==> config.mk <==
export PLATFORM = sky130hd
export DESIGN_NAME = asec_biquad
export DESIGN_NICKNAME = d
export VERILOG_FILES = /design/src/hw/rtl/asec_pkg.sv /design/src/hw/rtl/asec_biquad.sv
export SDC_FILE = /design/constraint.sdc
export NUM_CORES = 2
export LEC_CHECK = 0
export ABC_AREA = 0
export BUFFER_PORTS_ARGS = -buffer_cell sky130_fd_sc_hd__buf_2
export CAP_MARGIN = 5
export CORE_AREA = 2 2 336 372
export CTS_CLUSTER_DIAMETER = 50
export DETAILED_ROUTE_END_ITERATION = 7
export DIE_AREA = 0 0 338 374
export GPL_ROUTABILITY_DRIVEN = 0
export PLACE_DENSITY_LB_ADDON = 0.05
export SETUP_SLACK_MARGIN = 0.02
export SYNTH_ARGS = -nofsm -noshare
export SYNTH_HDL_FRONTEND = slang
export SYNTH_SLANG_ARGS = --single-unit
==> constraint.sdc <==
create_clock -name i_clk -period 8.6 [get_ports i_clk]
set_input_delay 1.29 -clock i_clk [delete_from_list [all_inputs] [get_ports i_clk]]
set_output_delay 1.29 -clock i_clk [all_outputs]
set_load 0.03 [all_outputs]
==> src/hw/rtl/asec_pkg.sv <==
package asec_pkg;

    // shaping table
    localparam int unsigned TABLE_DEPTH = 1024;
    localparam int unsigned TBL_AW      = (TABLE_DEPTH > 1) ? $clog2(TABLE_DEPTH) : 1;

    // field widths
    localparam int unsigned W_CMD       = 2;
    localparam int unsigned W_SAMPLE    = 12;
    localparam int unsigned W_LEVEL     = 10;
    localparam int unsigned W_TVAL      = 10;
    localparam int unsigned W_COEF      = 32;
    localparam int unsigned W_CFG_IDX   = 3;
    localparam int unsigned SHAPE_SHIFT = 2;

    // table address compare width: wide enough for the level and for the depth itself
    localparam int unsigned TBL_XW = ((TBL_AW > W_LEVEL) ? TBL_AW : W_LEVEL) + 1;

    // output scaling: y / 3270 toward zero, clamped to 0..4095
    localparam int unsigned SCALE_DIV   = 3270;
    localparam int unsigned DAC_MAX     = 4095;
    localparam int unsigned SAT_LIMIT   = (DAC_MAX + 1) * SCALE_DIV;
    localparam int unsigned W_SAT       = $clog2(SAT_LIMIT);
    localparam int unsigned RECIP_SHIFT = W_SAT + W_SAMPLE;
    localparam longint unsigned RECIP   =
        ((64'd1 << RECIP_SHIFT) + SCALE_DIV - 1) / SCALE_DIV;
    localparam int unsigned W_RECIP     = $clog2(RECIP + 1);
    localparam int unsigned W_PROD      = W_SAT + W_RECIP;

    // register stages from input to output
    localparam int unsigned PIPE_DEPTH  = 6;
    localparam int unsigned W_FLIGHT    = $clog2(PIPE_DEPTH + 1);

    typedef enum logic [W_CMD-1:0] {
        CMD_PROCESS    = 2'd0,
        CMD_TBL_WRITE  = 2'd1,
        CMD_PEAK_CLEAR = 2'd2
    } t_cmd;

    typedef enum logic [W_CFG_IDX-1:0] {
        CFG_DIST  = 3'd0,
        CFG_SHELV = 3'd1,
        CFG_B0    = 3'd2,
        CFG_B1    = 3'd3,
        CFG_B2    = 3'd4,
        CFG_A1    = 3'd5,
        CFG_A2    = 3'd6
    } t_cfg_reg;

    typedef struct packed {
        logic              distort;
        logic              shelv;
        logic [W_COEF-1:0] b0;
        logic [W_COEF-1:0] b1;
        logic [W_COEF-1:0] b2;
        logic [W_COEF-1:0] a1;
        logic [W_COEF-1:0] a2;
    } t_cfg;

    typedef struct packed {
        logic [W_CMD-1:0]    command;
        logic [W_SAMPLE-1:0] sample;
        logic [W_LEVEL-1:0]  table_index;
        logic [W_TVAL-1:0]   table_value;
    } t_item;

    typedef struct packed {
        logic                proc;
        logic                shelv;
        logic [W_SAMPLE-1:0] x;
        logic [W_LEVEL-1:0]  peak;
    } t_ctl;

    typedef struct packed {
        t_ctl              ctl;
        logic [W_COEF-1:0] p0;
        logic [W_COEF-1:0] p1;
        logic [W_COEF-1:0] p2;
    } t_front;

    typedef struct packed {
        t_ctl              ctl;
        logic [W_COEF-1:0] y;
    } t_fb;

endpackage

==> src/hw/rtl/asec_biquad.sv <==
module asec_biquad (
    input  logic             i_clk,
    input  logic             i_rst_n,
    input  asec_pkg::t_cfg   i_cfg,
    input  logic             i_hist_clr,
    input  logic             i_valid,
    output logic             o_ready,
    input  asec_pkg::t_front i_data,
    output logic             o_valid,
    input  logic             i_ready,
    output asec_pkg::t_fb    o_data
);
    import asec_pkg::*;

    logic              r_c_valid;
    t_ctl              r_c_ctl;
    logic [W_COEF-1:0] r_c_f;
    logic [W_COEF-1:0] r_c_m2;

    logic              r_d_valid;
    t_fb               r_d;

    logic [W_COEF-1:0] r_y1;
    logic [W_COEF-1:0] r_y2;

    logic              w_accept;
    logic              w_c_adv;
    logic [W_COEF-1:0] w_y2_sel;
    logic [W_COEF-1:0] w_f;
    logic [W_COEF-1:0] w_m2;
    logic [W_COEF-1:0] w_m1;
    logic [W_COEF-1:0] w_y;

    assign w_c_adv  = r_c_valid && (!r_d_valid || i_ready);
    assign o_ready  = !r_c_valid || w_c_adv;
    assign w_accept = i_valid && o_ready;

    // y[n-2] for the incoming beat: if a filtering beat sits in the loop stage it is
    // about to shift r_y1 into the y[n-2] slot
    assign w_y2_sel = (r_c_valid && r_c_ctl.shelv) ? r_y1 : r_y2;
    assign w_f      = i_data.p0 + i_data.p1 + i_data.p2;
    assign w_m2     = i_cfg.a2 * w_y2_sel;

    // recursive part: one multiply by y[n-1] per beat
    assign w_m1 = i_cfg.a1 * r_y1;
    assign w_y  = (r_c_f - r_c_m2) - w_m1;

    always_ff @(posedge i_clk) begin
        if (!i_rst_n) begin
            r_c_valid <= 1'b0;
            r_d_valid <= 1'b0;
            r_y1      <= '0;
            r_y2      <= '0;
        end else begin
            if (w_accept) begin
                r_c_valid <= 1'b1;
            end else if (w_c_adv) begin
                r_c_valid <= 1'b0;
            end
            if (w_c_adv) begin
                r_d_valid <= 1'b1;
            end else if (i_ready) begin
                r_d_valid <= 1'b0;
            end
            if (i_hist_clr) begin
                r_y1 <= '0;
                r_y2 <= '0;
            end else if (w_c_adv && r_c_ctl.shelv) begin
                r_y2 <= r_y1;
                r_y1 <= w_y;
            end
        end
    end

    always_ff @(posedge i_clk) begin
        if (w_accept) begin
            r_c_ctl <= i_data.ctl;
            r_c_f   <= w_f;
            r_c_m2  <= w_m2;
        end
        if (w_c_adv) begin
            r_d.ctl <= r_c_ctl;
            r_d.y   <= w_y;
        end
    end

    assign o_valid = r_d_valid;
    assign o_data  = r_d;

endmodule

* Word level (Yosys, flattened, before mapping)
Index checks and enable logic that the tools add are counted.
** Word-level totals
- Register bits after elaboration :: 210
- Output and inout bits :: 58
** Cells by class
- Add/sub/neg operators :: 4
- Multiply operators :: 2
- Multiplexer cells :: 5
- Bitwise gates (word level) :: 1
- Reduce and logical (&&, ||, !) cells :: 11
** Operators by type and width (count)
- $add 32x32->32 :: 2
- $mul 32x32->32 :: 2
- $sub 32x32->32 :: 2
- $mux 32 :: 1
- $logic_and 1x1->1 :: 4
- $mux 1 :: 4
- $reduce_bool 2->1 :: 2
- $logic_not 1->1 :: 2
- $logic_or 1x1->1 :: 2
- $reduce_or 2->1 :: 1
- $not 1->1 :: 1

* Depth between registers and ports, before layout
- Depth after elaboration :: 6
- Depth in mapped cells :: 30

* Worst setup path before layout
No wires, ideal clock.
- Path kind :: in2reg
- From :: in i_cfg[45] (netlist name)
- To :: reg r_d, in the netlist o_data[30] (data pin)
- Setup time :: 0.264 ns
- Arrival time :: 7.837 ns
- Data required time :: 8.336 ns
- Slack :: 0.499 ns
- Stages :: 26
- Buffers on the path :: 2
- Cell sequence :: clkbuf_1 -> clkbuf_1 -> nand2_1 -> fa_1 -> fa_1 -> fa_1 -> inv_1 -> fa_1 -> inv_1 -> fa_1 -> inv_1 -> fa_1 -> inv_1 -> fa_1 -> inv_1 -> fa_1 -> inv_1 -> ha_1 -> and3_1 -> nand4_1 -> nor3_1 -> o211ai_1 -> and3_1 -> o31ai_1 -> a31oi_1 -> xnor2_1
** Between the ends
- Word-level cells in the longest chain between the ends :: 2
** Ends and longest elaborated chain
- start, declared :: RTL line asec_biquad.sv:4 : input asec_pkg::t_cfg i_cfg,
- $mul 32x32->32 :: RTL line asec_biquad.sv:45 : assign w_m1 = i_cfg.a1 * r_y1;
- $sub 32x32->32 :: RTL line asec_biquad.sv:46 : assign w_y = (r_c_f - r_c_m2) - w_m1;
- net w_y[30] :: RTL line asec_biquad.sv:32 : logic [W_COEF-1:0] w_y;
- end, declared :: RTL line asec_biquad.sv:21 : t_fb r_d;
The timed path passes the listed nets, and every way through them passes these cells.
A chain may end at the register's enable or synchronous reset.

* Final worst setup path
- From :: reg r_c_valid
- To :: reg r_c_m2[31] (data pin)
** Between the ends
- Word-level cells in the longest chain between the ends :: 3
** Ends and longest elaborated chain
- start, declared :: RTL line asec_biquad.sv:15 : logic r_c_valid;
- start signal, assigned :: RTL line asec_biquad.sv:50 : r_c_valid <= 1'b0;
- start signal, assigned :: RTL line asec_biquad.sv:56 : r_c_valid <= 1'b1;
- start signal, assigned :: RTL line asec_biquad.sv:58 : r_c_valid <= 1'b0;
- $logic_and 1x1->1 :: RTL line asec_biquad.sv:40 : assign w_y2_sel = (r_c_valid && r_c_ctl.shelv) ? r_y1 : r_y2;
- $mux 32 :: RTL line asec_biquad.sv:40
- $mul 32x32->32 :: RTL line asec_biquad.sv:42 : assign w_m2 = i_cfg.a2 * w_y2_sel;
- net w_m2[31] :: RTL line asec_biquad.sv:30 : logic [W_COEF-1:0] w_m2;
- end signal, assigned :: RTL line asec_biquad.sv:79 : r_c_m2 <= w_m2;
- end, declared :: RTL line asec_biquad.sv:18 : logic [W_COEF-1:0] r_c_m2;
The timed path passes the listed nets, and every way through them passes these cells.

==> qor.txt <==
Chip Height -> 374 um
Met2 Usage GRT -> 0.343
Filler instances -> 12515
Unique masters post-synth -> 63
Vias in the first global route -> 32764
Min Tclk post-route -> 8.14 ns
Via count -> 29117
Cells after DPL -> 6270
Initial antenna violation count -> 11
Starting Density -> 0.349
GRT Resource Usage Total -> 0.211
Most frequent cells in the layout -> inv_1 (916), fa_1 (911), and2_1 (600)
I/O pins -> 345
DRC -> 0
CP top delay family -> adder cells
Chip Width -> 338 um
Die footprint -> 0.126 mm^2
Largest stage delay, worst path -> 0.61 ns
Main synth FF type -> edfxtp_1
Crit share post-route -> 0.947
First-pass GRT wire length -> 201 mm
Hold path startpoint -> r_c_ctl[8]$_DFFE_PP_
Final hold vios -> 0
CTS max path bufs -> 3
Seq/Total Area, Yosys -> 0.132
TritonCTS clock tree -> yes
# hold bufs at CTS -> 0
Synthesized area per cell -> 9.68 um^2
Req. time, crit path -> 8.93 ns
Crit Path Class -> reg2reg
Setup crit start kind -> flop
Most used routing layer -> met2
Antenna-violating nets left -> 0
Outcome -> complete, no violations
Slew Limit Fails -> 0
CP max FO -> 18
Layout Nets -> 6179
DP HPWL -> 108 mm
Final WL -> 128 mm
Worst-Margin Slew -> 0.958 ns
Setup WS pre-CTS -> 0.0225 ns
Reg2reg start -> r_c_valid$_SDFFE_PN0P_
Clk sinks -> 210
Max Cap Viol -> 0
Slowest-stage cell, CP -> dfxtp_1
Met3 GRT Util -> 0.0180
Row Count -> 135
GRT met1 Usage -> 0.309
Post-Syn Instances -> 4410
Util after Layout -> 0.391
Post-synth EDFFs -> 144
Vias per inst -> 4.59
Layout area overhead -> 12.3%
Max-slew headroom -> 0.361
Max frequency -> 123 MHz
Most common cell after layout, fill and taps aside -> inv_1
CTS buffer count -> 38
Layout Skew -> 0.0500 ns
Largest net degree at the start of global routing -> 65
Syn_nets -> 5923
Post-Route Setup TNS -> 0 ns
Async SR Flop Fraction -> 0
FF+latch count, synth -> 210
Hold/Removal Path Class -> reg2reg
Final setup margin -> 0.458 ns
Synthesis warning total -> 0
DRT Pass-1 Iters -> 5
Cell mode on critical path -> fa_1
IO buf count -> 246
CP arrival -> 8.47 ns
Final setup viols -> 0
Gr ovfl total -> 0
CP Launch Point -> r_c_valid$_SDFFE_PN0P_
RSZ-0062 raised after global routing -> no
Non-Filler Instances -> 6343
Buf+Inv Stages, Crit Path -> 4
Post-CTS Setup Bufs -> 0
Syn Std Cell Area -> 0.0427 mm^2
Drt initial violations -> 1326
H-tree levels -> 2
Worst setup EP type -> flop
Clock transition at path regs -> 0.06 ns
Clk_lat worst skew -> 0.62 ns
CTS root buf -> clkbuf_16
DR WL/cell -> 20.1 um
Core area -> 0.122 mm^2
Layout cells sized above 1 -> 0.116
## cell usage after synthesis (all sizes together) (36+ instances only)
cell	count	area, um^2
a21oi	127	639
and2	601	3760
clkbuf	197	739
dfxtp	66	1320
edfxtp	144	4320
fa	911	18200
ha	315	3940
inv	916	3440
nand2	596	2250
nor2	63	236
o21ai	40	200
xnor2	167	1460
xor2	36	338
## per-layer routing
layer  share of wire  wire length, um  vias to the layer above
li1                -                -                    13559
met1            0.49            62500                    15044
met2            0.46            59300                      421
met3           0.030             3870                       91
met4           0.015             1940                        2
met5         0.00010               13                        -
## sequential cells by signal, summed over array words and instances, names as in the netlist
name / flops
o_data: 56
o_valid: 1
r_c_ctl: 24
r_c_f: 32
r_c_m2: 32
r_c_valid: 1
r_y1: 32
r_y2: 32
## per-stage QoR
step	area (um^2)	hold slack, ns
floorplan	42700	0.400
global placement	46600	0.400
detailed placement	46600	0.405
CTS	47900	0.417
global route	47900	0.418
finish	47900	0.414
## layout make-up
| class | count | area (um^2) | share of cell area |
|---|---|---|---|
| repair buffers | 423 | 2660 | 0.0555 |
| well taps | 1644 | 2060 | 0.0429 |
| clock buffers | 46 | 1070 | 0.0224 |
| flip-flops and latches | 210 | 5650 | 0.118 |
| diodes | 3 | 7.51 | 0.000157 |
| clock inverters | 24 | 234 | 0.00488 |
| multi-input cells | 3077 | 32800 | 0.685 |
| inverters | 916 | 3440 | 0.0717 |
## cell families (layout without fill, tap and decap cells)
family,count (synthesis),after routing,synth area share
AOI/OAI and AO/OA,266,266,0.0376
DFF,210,210,0.132
xor gates and xnor gates,203,203,0.0422
buffers and inverters,1123,1409,0.0992
and+or+nand+nor,1348,1348,0.159
adders and majority gates,1226,1226,0.520
muxes,34,34,0.0101
other,0,3,0
## path summary, 6_finish.rpt
kind                            cells past startpoint  slack [ns]                   end
worst max-delay path                               25        0.46  r_c_m2[31]$_DFFE_PP_
worst min-delay path                                0        0.41  o_data[40]$_DFFE_PP_
worst max register to register                     25        0.46  r_c_m2[31]$_DFFE_PP_
worst min register to register                      0        0.41  o_data[40]$_DFFE_PP_
## worst reg2reg max path: cells and delay by family, from the launching register on
family                     cells  cell delay [ns]
AOI/OAI and AO/OA              5             0.90
xor gates and xnor gates       1             0.09
adders and majority gates      9             4.00
buffers and inverters          4             0.50
DFF                            1             0.61
muxes                          1             0.48
and+or+nand+nor                5             1.27
## repair_timing
action,CTS,global route
setup endpoints to repair,0,1
endpoints found under the hold margin,0,0
gates resized for setup,0,1
Power is not shown: default switching activity piles up to over one toggle a cycle in this logic, so the estimate is an artifact.
