[src/hw/rtl/asec_pkg.sv]
package asec_pkg;

    // shaping table
    localparam int unsigned TABLE_DEPTH = 1024;
    localparam int unsigned TBL_AW      = (TABLE_DEPTH > 1) ? $clog2(TABLE_DEPTH) : 1;

    // field widths
    localparam int unsigned W_CMD       = 2;
    localparam int unsigned W_SAMPLE    = 12;
    localparam int unsigned W_LEVEL     = 10;
    localparam int unsigned W_TVAL      = 10;
    localparam int unsigned W_COEF      = 32;
    localparam int unsigned W_CFG_IDX   = 3;
    localparam int unsigned SHAPE_SHIFT = 2;

    // table address compare width: wide enough for the level and for the depth itself
    localparam int unsigned TBL_XW = ((TBL_AW > W_LEVEL) ? TBL_AW : W_LEVEL) + 1;

    // output scaling: y / 3270 toward zero, clamped to 0..4095
    localparam int unsigned SCALE_DIV   = 3270;
    localparam int unsigned DAC_MAX     = 4095;
    localparam int unsigned SAT_LIMIT   = (DAC_MAX + 1) * SCALE_DIV;
    localparam int unsigned W_SAT       = $clog2(SAT_LIMIT);
    localparam int unsigned RECIP_SHIFT = W_SAT + W_SAMPLE;
    localparam longint unsigned RECIP   =
        ((64'd1 << RECIP_SHIFT) + SCALE_DIV - 1) / SCALE_DIV;
    localparam int unsigned W_RECIP     = $clog2(RECIP + 1);
    localparam int unsigned W_PROD      = W_SAT + W_RECIP;

    // register stages from input to output
    localparam int unsigned PIPE_DEPTH  = 6;
    localparam int unsigned W_FLIGHT    = $clog2(PIPE_DEPTH + 1);

    typedef enum logic [W_CMD-1:0] {
        CMD_PROCESS    = 2'd0,
        CMD_TBL_WRITE  = 2'd1,
        CMD_PEAK_CLEAR = 2'd2
    } t_cmd;

    typedef enum logic [W_CFG_IDX-1:0] {
        CFG_DIST  = 3'd0,
        CFG_SHELV = 3'd1,
        CFG_B0    = 3'd2,
        CFG_B1    = 3'd3,
        CFG_B2    = 3'd4,
        CFG_A1    = 3'd5,
        CFG_A2    = 3'd6
    } t_cfg_reg;

    typedef struct packed {
        logic              distort;
        logic              shelv;
        logic [W_COEF-1:0] b0;
        logic [W_COEF-1:0] b1;
        logic [W_COEF-1:0] b2;
        logic [W_COEF-1:0] a1;
        logic [W_COEF-1:0] a2;
    } t_cfg;

    typedef struct packed {
        logic [W_CMD-1:0]    command;
        logic [W_SAMPLE-1:0] sample;
        logic [W_LEVEL-1:0]  table_index;
        logic [W_TVAL-1:0]   table_value;
    } t_item;

    typedef struct packed {
        logic                proc;
        logic                shelv;
        logic [W_SAMPLE-1:0] x;
        logic [W_LEVEL-1:0]  peak;
    } t_ctl;

    typedef struct packed {
        t_ctl              ctl;
        logic [W_COEF-1:0] p0;
        logic [W_COEF-1:0] p1;
        logic [W_COEF-1:0] p2;
    } t_front;

    typedef struct packed {
        t_ctl              ctl;
        logic [W_COEF-1:0] y;
    } t_fb;

endpackage

[src/hw/rtl/asec_scale.sv]
module asec_scale (
    input  logic                          i_clk,
    input  logic                          i_rst_n,
    input  logic                          i_valid,
    output logic                          o_ready,
    input  asec_pkg::t_fb                 i_data,
    output logic                          o_valid,
    input  logic                          i_ready,
    output logic [asec_pkg::W_SAMPLE-1:0] o_dac,
    output logic [asec_pkg::W_LEVEL-1:0]  o_peak
);
    import asec_pkg::*;

    logic                r_e_valid;
    t_ctl                r_e_ctl;
    logic [W_SAMPLE-1:0] r_e_q;
    logic                r_e_neg;
    logic                r_e_big;

    logic                r_o_valid;
    logic [W_SAMPLE-1:0] r_o_dac;
    logic [W_LEVEL-1:0]  r_o_peak;

    logic                w_accept;
    logic                w_e_adv;
    logic                w_neg;
    logic                w_big;
    logic [W_PROD-1:0]   w_prod;
    logic [W_SAMPLE-1:0] w_result;
    logic [W_SAMPLE-1:0] w_dac;

    assign w_e_adv  = r_e_valid && (!r_o_valid || i_ready);
    assign o_ready  = !r_e_valid || w_e_adv;
    assign w_accept = i_valid && o_ready;

    // negative y clamps to zero; only 0 <= y < 4096*3270 needs the quotient,
    // taken as a multiply by the rounded-up reciprocal
    assign w_neg  = i_data.y[W_COEF-1];
    assign w_big  = !w_neg && (i_data.y >= W_COEF'(SAT_LIMIT));
    assign w_prod = W_PROD'(i_data.y[W_SAT-1:0]) * W_PROD'(RECIP);

    always_comb begin
        priority if (!r_e_ctl.shelv) begin
            w_result = r_e_ctl.x;
        end else if (r_e_neg) begin
            w_result = '0;
        end else if (r_e_big) begin
            w_result = W_SAMPLE'(DAC_MAX);
        end else begin
            w_result = r_e_q;
        end
    end

    assign w_dac = r_e_ctl.proc ? w_result : r_o_dac;

    always_ff @(posedge i_clk) begin
        if (!i_rst_n) begin
            r_e_valid <= 1'b0;
            r_o_valid <= 1'b0;
            r_o_dac   <= '0;
        end else begin
            if (w_accept) begin
                r_e_valid <= 1'b1;
            end else if (w_e_adv) begin
                r_e_valid <= 1'b0;
            end
            if (w_e_adv) begin
                r_o_valid <= 1'b1;
                r_o_dac   <= w_dac;
            end else if (i_ready) begin
                r_o_valid <= 1'b0;
            end
        end
    end

    always_ff @(posedge i_clk) begin
        if (w_accept) begin
            r_e_ctl <= i_data.ctl;
            r_e_q   <= w_prod[RECIP_SHIFT +: W_SAMPLE];
            r_e_neg <= w_neg;
            r_e_big <= w_big;
        end
        if (w_e_adv) begin
            r_o_peak <= r_e_ctl.peak;
        end
    end

    assign o_valid = r_o_valid;
    assign o_dac   = r_o_dac;
    assign o_peak  = r_o_peak;

endmodule

[config.mk]
export PLATFORM = sky130hd
export DESIGN_NAME = asec_scale
export DESIGN_NICKNAME = d
export VERILOG_FILES = /design/src/hw/rtl/asec_pkg.sv /design/src/hw/rtl/asec_scale.sv
export SDC_FILE = /design/constraint.sdc
export NUM_CORES = 1
export LEC_CHECK = 0
export ABC_AREA = 1
export ABC_CLOCK_PERIOD_IN_PS = 6200
export BUFFER_PORTS_ARGS = -buffer_cell sky130_fd_sc_hd__buf_2
export CELL_PAD_IN_SITES_DETAIL_PLACEMENT = 0
export CELL_PAD_IN_SITES_GLOBAL_PLACEMENT = 1
export CORE_MARGIN = 4
export CORE_UTILIZATION = 48
export CTS_BUF_LIST = sky130_fd_sc_hd__clkbuf_8
export CTS_CLUSTER_DIAMETER = 200
export DETAILED_ROUTE_END_ITERATION = 16
export PLACE_DENSITY = 0.84
export RECOVER_POWER = 50
export SYNTH_ARGS = -nofsm -noshare
export SYNTH_HDL_FRONTEND = slang
export SYNTH_SLANG_ARGS = --single-unit
[constraint.sdc]
create_clock -name i_clk -period 6.2 [get_ports i_clk]
set_input_delay 0.62 -clock i_clk [delete_from_list [all_inputs] [get_ports i_clk]]
set_output_delay 0.62 -clock i_clk [all_outputs]
set_load 0.005 [all_outputs]
# After elaboration in Yosys (flattened, before gate mapping)
# Index checks and enable logic that the tools add are counted.
# Widths: inputs -> output; s select.
[word_totals] ff_bits=62 wordCells=31 inputBits=60 out_inout_bits=24
[classes] muxes=7 mul=1 magnitude_cmp=1 reduce_logical=11
[op_table] op="$mul 24x25->48 const B" count=1
[op_table] op="$mux 12" count=3
[op_table] op="$ge 32x24->1 const B" count=1
[op_table] op="$mux 1" count=4
[op_table] op="$reduce_bool 2->1" count=2
[op_table] op="$logic_and 1x1->1" count=3
[op_table] op="$logic_not 1->1" count=3
[op_table] op="$logic_or 1x1->1" count=2
[op_table] op="$reduce_and 2->1" count=1

# Longest topological paths before layout
# Gate-level depths: netlist of the first run.
[depth] depth_word=6 ltp_mapped=27 depth_no_buf=27

# Least setup slack after synthesis of the first run
# Ideal clock, no wire load.
[synth_timing] path_type="in2reg" start="input port i_data[21] (netlist bit)" end="register r_e_q[0], data pin" path_stages=23 required_time_ns=5.948 setup_ns=0.252 arrival_ns=5.292 setup_slack_ns=0.656 path_cell_list="ha_1 inv_1 fa_1 fa_1 inv_1 fa_1 inv_1 fa_1 inv_1 fa_1 inv_1 fa_1 inv_1 ha_1 nand2_1 nor2_1 inv_1 nor2_1 nand2_1 a21oi_1 nor2_1 nand3_1 nand2_1"
[synth_via] elab_chain_len=1
[synth_lines] element="from (decl)" line="asec_scale.sv:6" source="input asec_pkg::t_fb i_data,"
[synth_lines] element="$mul 24x25->48" line="asec_scale.sv:40" source="assign w_prod = W_PROD'(i_data.y[W_SAT-1:0]) * W_PROD'(RECIP);"
[synth_lines] element="named net w_prod[36]" line="asec_scale.sv:28" source="logic [W_PROD-1:0] w_prod;"
[synth_lines] element="to (signal assigned)" line="asec_scale.sv:79" source="r_e_q <= w_prod[RECIP_SHIFT +: W_SAMPLE];"
[synth_lines] element="to (decl)" line="asec_scale.sv:16" source="logic [W_SAMPLE-1:0] r_e_q;"
# The timed path passes the listed nets, and every way through them passes these cells.
# A chain may end at the register's enable or synchronous reset.

# Worst setup path in the final report of the first run
[layout_timing] start="input port i_data[23] (netlist bit)" end="register r_e_q[6], data pin"
# The elaborated chain is that of the path after synthesis.

==> results of run 1 <==
## cells by family after synthesis
group / count (synthesis)
AOI/OAI and AO/OA: 80
xor gates and xnor gates: 5
adders and majority gates: 414
buffers and inverters: 485
DFF: 62
and+or+nand+nor: 482
## how the worst min path moves through the flow
stage                           from         to  slack, ns  cells after the start
after floorplan           r_e_ctl[0]  o_peak[0]       0.40                      0
after global placement    r_e_ctl[6]  o_peak[6]       0.40                      0
after detailed placement  r_e_ctl[8]  o_peak[8]       0.40                      0
after CTS                 r_e_ctl[9]  o_peak[9]       0.42                      0
after global routing      r_e_ctl[6]  o_peak[6]       0.43                      0
final                     r_e_ctl[9]  o_peak[9]       0.42                      0
## layout make-up
class | instances | area, µm² | share of cell area, %
tap | 330 | 413 | 3.03
clock inverter | 7 | 97.6 | 0.716
multi-input combinational | 981 | 8970 | 65.8
inverter | 478 | 1790 | 13.2
sequential | 62 | 1720 | 12.6
timing repair buffer | 98 | 504 | 3.70
clock buffer | 9 | 124 | 0.909
## stage by stage
stage | std cells | hold WS (ns) | worst slack (ns)
floorplan | 1528 | 0.400 | 0.656
global placement | 1949 | 0.401 | 0.283
detailed placement | 1949 | 0.405 | 0.236
CTS | 1965 | 0.421 | 0.592
global route | 1965 | 0.429 | 0.279
finish | 1965 | 0.420 | 0.605
## layout by cell type (no fill, tap or decap), types with 5 or more instances in the layout
| cell type | synthesis | layout |
|---|---|---|
| nand4_1 | 17 | 17 |
| o21bai_1 | 5 | 5 |
| inv_2 | 10 | 10 |
| nor2_2 | 6 | 6 |
| o22ai_1 | 12 | 12 |
| nand2_2 | 8 | 8 |
| nor2_1 | 82 | 82 |
| ha_1 | 245 | 245 |
| nand2_1 | 309 | 309 |
| edfxtp_1 | 48 | 48 |
| nor3_2 | 5 | 5 |
| inv_1 | 468 | 468 |
| nor2_4 | 5 | 5 |
| o21ai_0 | 7 | 7 |
| nand3_1 | 37 | 37 |
| clkbuf_8 | 0 | 9 |
| a21oi_1 | 50 | 49 |
| buf_4 | 0 | 14 |
| nor3_1 | 5 | 5 |
| buf_2 | 1 | 67 |
| clkbuf_1 | 5 | 16 |
| dfxtp_1 | 14 | 14 |
| fa_1 | 169 | 169 |
## per-layer routing
metal / global-route usage (%) / part of all wire (%) / up-vias
met5: 0 / 0 / -
met4: 5.01 / 2.3 / 0
met3: 3.05 / 3.8 / 44
met2: 38.4 / 47 / 172
met1: 30.9 / 46 / 4384
li1: - / - / 4789
## flip-flops by register name, indices dropped and copies added (netlist names)
signal	cells
r_e_ctl	24
o_dac	12
r_e_q	12
o_peak	10
o_valid	1
r_e_big	1
r_e_neg	1
r_e_valid	1
==> impl_results.md, run 1 <==
- Die extent in x: 169 µm
- Critical path endpoint: r_e_q[6]
- MaxCap Viol Count: 1
- Placeable Area: 0.0254 mm²
- Outcome: complete, but fails checks
- First-pass GRT wire length: 51400 µm
- Buf/Inv on CP: 7
- H-tree depth reported by CTS: 3
- Worst R2R Path Depth: 4
- Period utilisation layout: 90.2%
- Final hold vios: 0
- Clock latency at the later pin of the worst-skew pair: 0.34 ns
- Register-to-register path setup slack: 3.67 ns
- Post-Synth XOR/XNOR Area: 0.350%
- Least-Margin Pin Slew: 2.11 ns
- Yosys warning count: 0
- CP Depth: 24
- Simple-Gate Fraction of Synth Area: 16.3%
- Area growth syn-to-layout: 8.91%
- RSZ-0062 raised after global routing: no
- Top cells by count, synth: inv_1 (468), nand2_1 (309), ha_1 (245), fa_1 (169), nor2_1 (82)
- GR Util All Layers: 22.6%
- PostCTS Resize Cnt: 0
- Nets@finish: 2104
- Compound-Gate Fraction of Synth Area: 3.54%
- Slowest CP cell: fa_1
- Final sum of negative setup slack: 0 ns
- Post-synthesis mux area share: 0%
- TritonCTS clock tree: yes
- Failing checks: max-capacitance violations, max-slew violations
- Diodes inserted: 0
- Detailed placement HPWL: 27800 µm
- Layout cells sized above 1: 8.38%
- Placed inst area: 0.0134 mm²
- Post-route ant nets: 0
- Initial core utilization: 49.3%
- Worst setup EP type: flip-flop
- Worst-path clk slew: 0.07 ns
- Sequential-to-total area share from yosys stat: 13.8%
- Vias per Instance: 4.78
- I/O Buffers: 83
- Crit path launch: i_data[23]
- Slowest stage delay, CP: 0.54 ns
- Largest net degree at the start of global routing: 39
- Clk_skew: 0.00679 ns
- FP Rows: 58
- EDFF count, synth: 48
- Total CTS buffers: 9
- Share of the synthesized area in the top cell type: 27.0%
- Die area: 0.0287 mm²
- Antenna violations before repair: 0
- Die H: 169 µm
- Worst Hold Class: reg2reg
- Post-Synthesis Mean Instance Area: 8.19 µm²
- Setup Crit Path Kind: in2reg
- Most used standard cell by instance count after synthesis: inv_1
- CP Launch Type: input port
- Ys flop type: edfxtp_1
- Synth area leader: fa_1
- Async S/R FF share, synth: 0%
- Max Slew Vio Count: 39
- Post-Synthesis Cells: 1528
- Detailed router's first-iteration violation count: 503
- Area contributors post-synth: fa_1 (27%), ha_1 (24%), inv_1 (14%)
- Delay-heaviest family, CP: adder cells
- Post-CTS Hold Buffers: 0
- F_max: 179 MHz
- # IOs: 84
- Minimum clock period: 5.59 ns
- Main combinational cell family by area after synthesis: adder cells
- Fill count: 2444
- Mapped cell area: 0.0125 mm²
- Routed WL per cell: 15.5 µm
- Final instance area: 0.0136 mm²
- Gp weighted congestion: 0.945
- Worst reg2reg startpoint: o_valid
- Post-CTS setup buffer count: 0
- Final Util: 53.7%
- Yosys reg bits: 62
- Critical path arrival: 5.69 ns
- Pre-antenna DRT Iters: 5
- Max Root-Sink Buffers: 2
- Vias in the first global route: 10.1k
- Clock sink count: 62
- Syn Nets: 2002
- Worst path cell trace: buf_2 > ha_1 > inv_1 > fa_1 > fa_1 > inv_1 > fa_1 > inv_1 > fa_1 > inv_1 > fa_1 > inv_1 > fa_1 > inv_1 > ha_1 > nand2_1 > nor2_1 > nand2_1 > nor2_4 > nand3_1 > nor2_1 > nor2_1 > nand3_1 > nand2_1
- DRC viols: 0
- Max-slew headroom at the worst pin: -40.4%
- Post-Synth Adder-Cell Area: 51.5%
- Reg2Reg Capture Point: r_e_neg
- CP Data Required Time: 6.30 ns
- Total gr overflow: 0
- Root buf cell: clkbuf_8
- Final setup vio count: 0
- Yosys cell types: 32
- Drt total wl: 30600 µm
- Critical path fanouts, max: 6
- Routed vias: 9389
Power of run 1 is left out: the tool's default activity adds up to more than one toggle a clock period on the data nets, which glitch-free logic cannot reach.
==> inputs of run 2 (changes only) <==
--- a/config.mk
+++ b/config.mk
@@ -6,7 +6,6 @@
 export NUM_CORES = 1
 export LEC_CHECK = 0
 export ABC_AREA = 1
-export ABC_CLOCK_PERIOD_IN_PS = 6200
 export BUFFER_PORTS_ARGS = -buffer_cell sky130_fd_sc_hd__buf_2
 export CELL_PAD_IN_SITES_DETAIL_PLACEMENT = 0
 export CELL_PAD_IN_SITES_GLOBAL_PLACEMENT = 1
==> constraint.sdc (replaced) <==
create_clock -name i_clk -period 5.6 [get_ports i_clk]
set_input_delay 0.56 -clock i_clk [delete_from_list [all_inputs] [get_ports i_clk]]
set_output_delay 0.56 -clock i_clk [all_outputs]
set_load 0.005 [all_outputs]
==> run 2 against run 1 <==
The flow now finishes without violations. Non-clock buffer count is 81 higher. Setup slack worse by 0.38 ns. Register-to-register slack worse by 0.28 ns. Utilization is 3.3 points higher. Flip-flop and latch count stayed put. Critical path type unchanged.
==> impl_results.md, run 2 (synthesis results as in run 1) <==
- Outcome: completed
- Detailed router's first-iteration violation count: 422
- Die H: 169 µm
- Initial core utilization: 49.3%
- Final setup vio count: 0
- Least-Margin Pin Slew: 1.19 ns
- Period utilisation layout: 96.0%
- Critical path arrival: 5.48 ns
- Max FFs per register: 24
- Slowest CP cell: fa_1
- Total gr overflow: 0
- Setup ws final: 0.224 ns
- Post-CTS setup buffer count: 0
- Routed vias: 9826
- Gp weighted congestion: 0.896
- Critical path fanouts, max: 4
- Final Util: 57.0%
- Diodes inserted: 0
- Die area: 0.0287 mm²
- # IOs: 84
- Detailed placement HPWL: 29100 µm
- Delay-heaviest family, CP: adder cells
- RSZ-0062 raised after global routing: yes
- Final instance area: 0.0145 mm²
- Clk_skew: 0.00439 ns
- Minimum clock period: 5.38 ns
- Antenna violations before repair: 0
- H-tree depth reported by CTS: 3
- Most common library cell in the layout ignoring fill and taps: inv_1
- GR Util All Layers: 23.4%
- Worst R2R Path Depth: 5
- Post-route ant nets: 0
- Pre-CTS setup slack: -0.248 ns
- Nets@finish: 2185
- F_max: 186 MHz
- Final hold vios: 0
- MaxCap Viol Count: 0
- Worst-path clk slew: 0.07 ns
- Drt total wl: 31900 µm
- Max Root-Sink Buffers: 2
- Vias per Instance: 4.80
- I/O Buffers: 83
- Vias in the first global route: 10.6k
- Worst hold stages: 1
- DRC viols: 0
- Slowest stage delay, CP: 0.55 ns
- TritonCTS clock tree: yes
- Final sum of negative setup slack: 0 ns
- Worst Hold Class: in2reg
- CP Launch Type: input port
- Largest net degree at the start of global routing: 28
- Buf/Inv on CP: 7
- Worst path cell trace: buf_2 > buf_4 > ha_1 > xor2_1 > ha_1 > inv_1 > fa_1 > inv_1 > fa_1 > fa_1 > inv_1 > fa_1 > inv_1 > fa_1 > ha_4 > nand2_1 > inv_1 > nand2_1 > nor2_1 > nand3_1 > nor2_1 > nand2_1 > nand4_1 > nand2_1
- Largest register by flop count: r_e_ctl
- Commonest non-fill, non-tap cells in the layout: inv_1 (466), nand2_1 (299), ha_1 (237)
- Clock sink count: 62
- Pre-antenna DRT Iters: 5
- Max-slew headroom at the worst pin: 20.4%
- First-pass GRT wire length: 53300 µm
- CP Depth: 24
- CP Data Required Time: 5.70 ns
- FP Rows: 58
- Die extent in x: 169 µm
- Total CTS buffers: 9
- Max Slew Vio Count: 0
- Routed WL per cell: 15.6 µm
- Area growth syn-to-layout: 15.6%
- Worst setup EP type: flip-flop
- Placeable Area: 0.0254 mm²
- Fill count: 2357
- Setup Crit Path Kind: in2reg
- Layout cells sized above 1: 15.2%
- Clock latency at the later pin of the worst-skew pair: 0.34 ns
- Placed inst area: 0.0140 mm²
- Root buf cell: clkbuf_8
-- run 2: cell types whose count changed in the layout (fill, tap and decap cells not counted), sizes merged --
cell | previous run | this run
buf | 82 | 163
clkinv | 2 | 4
clkinvlp | 2 | 1
inv | 479 | 478
-- run 2: metrics by stage --
stage	instances	hold WS (ns)
after floorplan	1528	0.400
after global placement	2030	0.401
after detailed placement	2030	0.406
after CTS	2046	0.375
after global routing	2046	0.371
final	2046	0.388
-- run 2: layout make-up --
cell class,count,area [µm²],share of cell area [%]
Multi-Input combinational cell,981,9200,63.6
Tap cell,330,413,2.85
Timing Repair Buffer,179,1110,7.71
Clock inverter,7,98.8,0.683
Sequential cell,62,1720,11.9
Inverter,478,1790,12.4
Clock buffer,9,124,0.856
-- run 2: timing repair --
action / 4_1_cts / 5_1_grt
setup endpoints to repair: 0 / 12
hold buffers: 0 / 0
gates resized for setup: 0 / 56
-- run 2: path summary, 6_finish.rpt --
kind | to | slack (ns) | from
setup reg to reg | o_dac[11] | 3.39 | r_e_valid
setup / recovery | r_e_q[7] | 0.22 | i_data[21]
hold / removal | r_e_ctl[4] | 0.39 | i_data[36]
hold reg to reg | o_peak[9] | 0.43 | r_e_ctl[9]
-- run 2: metal layers --
metal  vias up  routed length (µm)  global-route usage, %
li1       4952                   -                      -
met1      4651               14600                   31.8
met2       173               15600                   41.1
met3        50                 899                   1.54
met4         0                 816                   5.57
met5         -                   0                      0
-- run 2: worst register-to-register path, delay by kind of cell (launching register included) --
family,cells,cell delay (ns)
AND/OR/NAND/NOR,2,0.75
buffers and inverters,1,0.06
flip-flops,1,0.34
AO/OA/AOI/OAI,2,0.93
Power of run 2 is left out for the same reason.
